--- config.mk ---
export PLATFORM = sky130hd
export DESIGN_NAME = nested_loop_equi_join
export DESIGN_NICKNAME = d
export VERILOG_FILES = /design/src/rtl/core/nlej_pkg.sv /design/src/rtl/core/nlej_cell.sv /design/src/rtl/core/nlej_ctrl.sv /design/src/rtl/core/nested_loop_equi_join.sv
export SDC_FILE = /design/constraint.sdc
export NUM_CORES = 2
export LEC_CHECK = 0
export BUFFER_PORTS_ARGS = -buffer_cell sky130_fd_sc_hd__clkbuf_2
export CORE_AREA = 2 2 683 685
export CTS_BUF_LIST = sky130_fd_sc_hd__clkbuf_4 sky130_fd_sc_hd__clkbuf_8
export CTS_CLUSTER_SIZE = 28
export DETAILED_ROUTE_END_ITERATION = 8
export DIE_AREA = 0 0 685 687
export HOLD_SLACK_MARGIN = 0.06
export SETUP_SLACK_MARGIN = 0.4
export SLEW_MARGIN = 20
export SYNTH_ARGS = -nofsm -noshare
export SYNTH_HDL_FRONTEND = slang
export SYNTH_HIERARCHICAL = 1
export SYNTH_SLANG_ARGS = --single-unit
--- constraint.sdc ---
create_clock -name clk -period 4.1 [get_ports clk]
set_input_delay 1.025 -clock clk [delete_from_list [all_inputs] [get_ports clk]]
set_output_delay 1.025 -clock clk [all_outputs]
set_load 0.02 [all_outputs]
--- src/rtl/core/nlej_pkg.sv ---
// ----------------------------------------------------------------------------
// nlej_pkg
// Types and constants shared by the nested loop equi-join engine.
// ----------------------------------------------------------------------------
package nlej_pkg;

  localparam int TABLE_DEPTH_DEF = 64;
  localparam int KEY_W           = 32;
  localparam int HANDLE_W        = 16;

  typedef enum logic [1:0] {
    OP_CLEAR = 2'd0,
    OP_LOAD  = 2'd1,
    OP_PROBE = 2'd2
  } op_t;

  typedef enum logic [1:0] {
    ST_IDLE   = 2'd0,
    ST_SCAN   = 2'd1,
    ST_FINISH = 2'd2
  } state_t;

  typedef struct packed {
    logic [1:0]              opcode;
    logic signed [KEY_W-1:0] join_key;
    logic [HANDLE_W-1:0]     text_handle;
  } in_item_t;

  typedef struct packed {
    logic [HANDLE_W-1:0] name_handle;
    logic [HANDLE_W-1:0] title_handle;
    logic                unmatched;
    logic                last_of_run;
  } out_item_t;

  typedef struct packed {
    logic [KEY_W-1:0]    key;
    logic [HANDLE_W-1:0] title;
  } row_t;

  typedef struct packed {
    logic shift;
    row_t row;
  } tbl_ctl_t;

endpackage

--- src/rtl/core/nlej_cell.sv ---
// ----------------------------------------------------------------------------
// nlej_cell
// One table row; loads a new row or takes its neighbor's row on a shift.
// ----------------------------------------------------------------------------
module nlej_cell (
  input  logic                clk,
  input  nlej_pkg::tbl_ctl_t  ctl,
  input  logic                load,
  input  nlej_pkg::row_t      neighbor,
  output nlej_pkg::row_t      row
);
  import nlej_pkg::*;

  always_ff @(posedge clk) begin
    if (load) begin
      row <= ctl.row;
    end else if (ctl.shift) begin
      row <= neighbor;
    end
  end

endmodule

--- src/rtl/core/nlej_ctrl.sv ---
// ----------------------------------------------------------------------------
// nlej_ctrl
// Sequencer: table loads, probe scan over the rotating row chain, results.
// ----------------------------------------------------------------------------
module nlej_ctrl #(
  parameter int TABLE_DEPTH = nlej_pkg::TABLE_DEPTH_DEF
) (
  input  logic                   clk,
  input  logic                   rst,
  input  logic                   in_valid,
  output logic                   in_stall,
  input  nlej_pkg::in_item_t     in_data,
  output logic                   out_valid,
  input  logic                   out_stall,
  output nlej_pkg::out_item_t    out_data,
  input  logic                   cfg_wen,
  input  logic                   cfg_wdata,
  input  nlej_pkg::row_t         head,
  output nlej_pkg::tbl_ctl_t     ctl,
  output logic [TABLE_DEPTH-1:0] load_sel
);
  import nlej_pkg::*;

  localparam int CW = $clog2(TABLE_DEPTH + 1);

  state_t              state, state_next;
  logic [CW-1:0]       count, count_next;
  logic [CW-1:0]       step, step_next;
  logic [KEY_W-1:0]    probe_key, probe_key_next;
  logic [HANDLE_W-1:0] probe_name, probe_name_next;
  out_item_t           pend, pend_next;
  logic                pend_valid, pend_valid_next;
  logic                out_valid_next;
  out_item_t           out_data_next;
  logic                mode;
  logic                hit, can_out;

  always_ff @(posedge clk) begin
    if (rst) begin
      state      <= ST_IDLE;
      count      <= '0;
      pend_valid <= 1'b0;
      out_valid  <= 1'b0;
      mode       <= 1'b0;
    end else begin
      state      <= state_next;
      count      <= count_next;
      pend_valid <= pend_valid_next;
      out_valid  <= out_valid_next;
      if (cfg_wen) begin
        mode <= cfg_wdata;
      end
    end
  end

  always_ff @(posedge clk) begin
    step       <= step_next;
    probe_key  <= probe_key_next;
    probe_name <= probe_name_next;
    pend       <= pend_next;
    out_data   <= out_data_next;
  end

  assign hit      = (step < count) && (head.key == probe_key);
  assign can_out  = !out_valid || !out_stall;
  assign in_stall = (state != ST_IDLE);

  always_comb begin
    state_next      = state;
    count_next      = count;
    step_next       = step;
    probe_key_next  = probe_key;
    probe_name_next = probe_name;
    pend_next       = pend;
    pend_valid_next = pend_valid;
    out_data_next   = out_data;
    out_valid_next  = out_valid && out_stall;
    ctl.shift       = 1'b0;
    ctl.row.key     = in_data.join_key;
    ctl.row.title   = in_data.text_handle;
    load_sel        = '0;

    case (state)
      ST_IDLE: begin
        if (in_valid) begin
          case (in_data.opcode)
            OP_CLEAR: begin
              count_next = '0;
            end
            OP_LOAD: begin
              if (count < CW'(TABLE_DEPTH)) begin
                for (int i = 0; i < TABLE_DEPTH; i++) begin
                  load_sel[i] = (count == CW'(i));
                end
                count_next = count + 1'b1;
              end
            end
            OP_PROBE: begin
              probe_key_next  = in_data.join_key;
              probe_name_next = in_data.text_handle;
              step_next       = '0;
              pend_valid_next = 1'b0;
              state_next      = ST_SCAN;
            end
            default: begin
            end
          endcase
        end
      end
      ST_SCAN: begin
        if (!(hit && pend_valid && !can_out)) begin
          ctl.shift = 1'b1;
          step_next = step + 1'b1;
          if (hit) begin
            if (pend_valid) begin
              out_data_next  = pend;
              out_valid_next = 1'b1;
            end
            pend_next.name_handle  = probe_name;
            pend_next.title_handle = head.title;
            pend_next.unmatched    = 1'b0;
            pend_next.last_of_run  = 1'b0;
            pend_valid_next        = 1'b1;
          end
          if (step == CW'(TABLE_DEPTH - 1)) begin
            state_next = ST_FINISH;
          end
        end
      end
      ST_FINISH: begin
        if (pend_valid) begin
          if (can_out) begin
            out_data_next             = pend;
            out_data_next.last_of_run = 1'b1;
            out_valid_next            = 1'b1;
            pend_valid_next           = 1'b0;
            state_next                = ST_IDLE;
          end
        end else if (mode) begin
          if (can_out) begin
            out_data_next.name_handle  = probe_name;
            out_data_next.title_handle = '0;
            out_data_next.unmatched    = 1'b1;
            out_data_next.last_of_run  = 1'b1;
            out_valid_next             = 1'b1;
            state_next                 = ST_IDLE;
          end
        end else begin
          state_next = ST_IDLE;
        end
      end
      default: begin
        state_next = ST_IDLE;
      end
    endcase
  end

endmodule

--- src/rtl/core/nested_loop_equi_join.sv ---
// ----------------------------------------------------------------------------
// nested_loop_equi_join
// Equi-join engine over a table of record rows, inner or left outer.
// ----------------------------------------------------------------------------
// Input channel (in_valid / in_stall / in_data) takes clear, load and probe
// items. Clear empties the table; load appends a row (ignored when full);
// neither produces results. A probe scans the rows in load order and emits
// one output transfer per matching row, the final one marked last_of_run.
// In left outer mode (cfg_wdata = 1 written through cfg_wen) a probe with no
// match emits one transfer flagged unmatched with a zero title.
// Clear and load are taken without raising in_stall. A probe holds in_stall
// high through its scan and its finish step: the rows sit in a ring of cells
// that rotates one position per cycle past the compare at its head, unless a
// stalled output holds it, and a full turn restores the load order. A stalled
// output holds its result; the ring stops turning only when a second match
// would need the output slot.
// Reset (rst, synchronous) empties the table, selects inner mode and drops
// any pending result; row contents are not cleared.
// ----------------------------------------------------------------------------
module nested_loop_equi_join #(
  parameter int TABLE_DEPTH = nlej_pkg::TABLE_DEPTH_DEF
) (
  input  logic                clk,
  input  logic                rst,
  input  logic                in_valid,
  output logic                in_stall,
  input  nlej_pkg::in_item_t  in_data,
  output logic                out_valid,
  input  logic                out_stall,
  output nlej_pkg::out_item_t out_data,
  input  logic                cfg_wen,
  input  logic                cfg_wdata
);
  import nlej_pkg::*;

  tbl_ctl_t               ctl;
  logic [TABLE_DEPTH-1:0] load_sel;
  row_t                   rows [TABLE_DEPTH];

  nlej_ctrl #(
    .TABLE_DEPTH(TABLE_DEPTH)
  ) u_ctrl (
    .clk      (clk),
    .rst      (rst),
    .in_valid (in_valid),
    .in_stall (in_stall),
    .in_data  (in_data),
    .out_valid(out_valid),
    .out_stall(out_stall),
    .out_data (out_data),
    .cfg_wen  (cfg_wen),
    .cfg_wdata(cfg_wdata),
    .head     (rows[0]),
    .ctl      (ctl),
    .load_sel (load_sel)
  );

  for (genvar i = 0; i < TABLE_DEPTH; i++) begin : g_cell
    nlej_cell u_cell (
      .clk     (clk),
      .ctl     (ctl),
      .load    (load_sel[i]),
      .neighbor(rows[(i + 1) % TABLE_DEPTH]),
      .row     (rows[i])
    );
  end

endmodule

==> impl_metrics.toml <==
[status]
status = "finished clean"

[die]
die_area_mm2 = 0.471
coreArea_mm2 = 0.463
die_y_um = 687
fp-row-count = 250
start_util = 0.299
pin_count = 92
die_w_um = 685

[sta]
setup_tns_ns = 0
finalHoldViolCount = 0
maxSlewViolCount = 0
fin_crit_sh = 0.882
rsz0062_at_grt = "false"
period_minus_slack_ns = 3.61
skew_ns = 0.0534
setup_viol = 0
worst_pin_slew_ns = 1.11
relSlewSlack = 0.259
timing.fmax_mhz = 277

[critical_path]
cp_cell_sequence = "xor2_1 -> nor4_2 -> nand4_1 -> or4_4 -> nor2_1 -> nor2_4 -> buf_4 -> or2_2 -> buf_12"
arrival_ns = 4.32
cp_max_fo = 42
cp_slowest_cell = "or4_4"
rr_worst_depth = 9
reg2reg_slack_ns = 0.49
worstPathRequired_ns = 4.81
start_kind = "flip-flop"
critical_path.max_stage_delay_ns = 0.57
path_class = "reg2reg"
end_kind = "flip-flop"

[clock_tree]
clk-insertion-delay-late_ns = 1.02
numCtsBuffers = 532
postCtsSetupBuffers = 0
cts_root_buffer = "clkbuf_8"
clock_path_buffers = 4
clock_sinks = 3205
cts_tree = "built"
h-tree-depth = 6
path_clk_slew_ns = 0.06

[finish]
drive_gt1_frac = 0.567
nets = 7787
fill_cells = 43000
final_cells = 14300
syn_to_final_growth_pct = 15.4

[synth]
ys_ff_latch = 3205
netlist_area_mm2 = 0.138
async_reset_ff_frac = 0
syn-num-nets = 7079
ys_top_cells_by_area = "edfxtp_1 69%, mux2_2 20%, mux2_4 6.3%, buf_4 1.3%, buf_6 1.0%"
synth_area_leader_cell = "edfxtp_1"
syn_inst = 7009
ys.flop_type = "edfxtp_1"
yosysSeqAreaShare = 0.695
synth_top_area_share = 0.693
syn_area_per_cell_um2 = 19.7
synth_edf_count = 3193
synth_common_cells = "3193 x edfxtp_1, 2512 x mux2_2, 576 x mux2_4, 240 x buf_4, 129 x buf_6"
ys_warn_count = 6
synth_most_common_cell = "edfxtp_1"
synth_cell_types = 45

[power]
max-vdd-ir-drop_mv = 0.276
pwr-share-comb = 0.163
internal_power_uw = 69100
clockPowerShare = 0.294
powerDensity_mw_per_mm2 = 578
leakagePower_uw = 0.0520
switching_share = 0.251
total_power_uw = 92300
netSwitchingPower_uw = 23200
sequentialPowerShare = 0.544

[routing]
drt_wl_total_um = 306000
dr_total_vias = 66100
dr.pass1.iters = 5
drc = 0
routed_via_density = 4.64
drt_iter0_drc = 5045
antenna_left = 0
routedWlPerCell_um = 21.4

[global_routing]
grt_pass1_vias = 69900
grt_pass1_wl_um = 457000
antenna_found_initial = 9
grt_max_degree = 66
overflow = 0
grt_use_total = 0.125

[placement]
place_hpwl_um = 181000
place_congestion = 0.774
port-buffer-count = 91
dp.cells = 13400

[run]
maxCapViolations = 0

[hold_path]
hold_class = "in2reg"
hold_path_depth = 3
-- registers in the layout, summed over array words and instances (netlist names) --
name / cells
g_cell.u_cell/row: 3072
u_ctrl/count: 7
u_ctrl/mode: 1
u_ctrl/out_data: 34
u_ctrl/out_valid: 1
u_ctrl/pend: 32
u_ctrl/pend_valid: 1
u_ctrl/probe_key: 32
u_ctrl/probe_name: 16
u_ctrl/state: 2
u_ctrl/step: 7
-- stage by stage --
step	instance area, um^2	setup WS [ns]	hold WS, ns	utilization
4_1_cts	160000	0.531	0.128	0.345
3_3_place_gp	150000	0.345	0.431	0.324
6_report	160000	0.486	0.264	0.345
5_1_grt	160000	0.451	0.185	0.345
3_5_place_dp	150000	0.290	0.433	0.324
2_1_floorplan	138000	0.272	0.422	-
-- metal layers --
layer | up-vias | share of wire | global-route usage
li1 | 29000 | - | -
met1 | 35000 | 0.47 | 0.180
met2 | 1751 | 0.46 | 0.197
met3 | 438 | 0.051 | 0.0231
met4 | 0 | 0.018 | 0.0291
met5 | - | 0 | 0
-- kinds of logic after synthesis --
kind of cell / Yosys count / share of synthesized area
DFF: 3205 / 0.695
muxes: 3090 / 0.267
buffers and inverters: 393 / 0.0242
and+or+nand+nor: 241 / 0.00899
xor gates and xnor gates: 41 / 0.00260
AOI/OAI and AO/OA: 25 / 0.00107
adders and majority gates: 14 / 0.00127
-- critical path, delay by kind of cell (launching register included) --
family                 cells  cell delay [ns]
AND/OR/NAND/NOR            6             2.14
flip-flops                 1             0.41
buffers and inverters      2             0.48
XOR/XNOR                   1             0.19
-- cells in the final DEF (no fill, tap or decap), types with 43 or more instances in the layout --
master,count
buf_12,193
buf_4,313
clkbuf_2,43
clkbuf_4,185
clkbuf_8,550
clkinv_1,100
edfxtp_1,3193
mux2_2,2512
mux2_4,576
nor2_4,65
or2_2,65
-- final cells by class --
class | count | area [um^2] | area share
clock buffer | 735 | 8960 | 0.0561
antenna | 5 | 12.5 | 0.0000783
multi-input combinational | 3411 | 39400 | 0.247
timing repair buffer | 553 | 6450 | 0.0404
inverter | 14 | 52.6 | 0.000329
tap | 6174 | 7720 | 0.0484
sequential | 3205 | 96100 | 0.602
clock inverter | 166 | 996 | 0.00624
-- power by group through the flow --
stage / clock, uW / sequential (uW) / combinational, uW
4_1_cts: 27900 / 50200 / 15200
5_1_grt: 29300 / 50800 / 16300
6_report: 27100 / 50200 / 15000
3_3_place_gp: 0 / 50800 / 14500
2_1_floorplan: 0 / 49600 / 10000
3_5_place_dp: 0 / 50700 / 15000
-- worst paths after layout --
kind | end | start
hold / removal | u_ctrl/mode$_SDFFE_PP0P_ | cfg_wdata
setup / recovery | g_cell[31].u_cell/row[31]$_DFFE_PP_ | u_ctrl/probe_key[23]$_DFFE_PP_
hold reg to reg | u_ctrl/pend[33]$_DFFE_PP_ | u_ctrl/probe_name[15]$_DFFE_PP_
setup reg to reg | g_cell[31].u_cell/row[31]$_DFFE_PP_ | u_ctrl/probe_key[23]$_DFFE_PP_
-- what timing repair did --
item,in CTS,in global routing
hold buffers,0,0
resized for setup,1,1
endpoints found under the setup margin,164,14
Power figures use the tool's default switching activity.
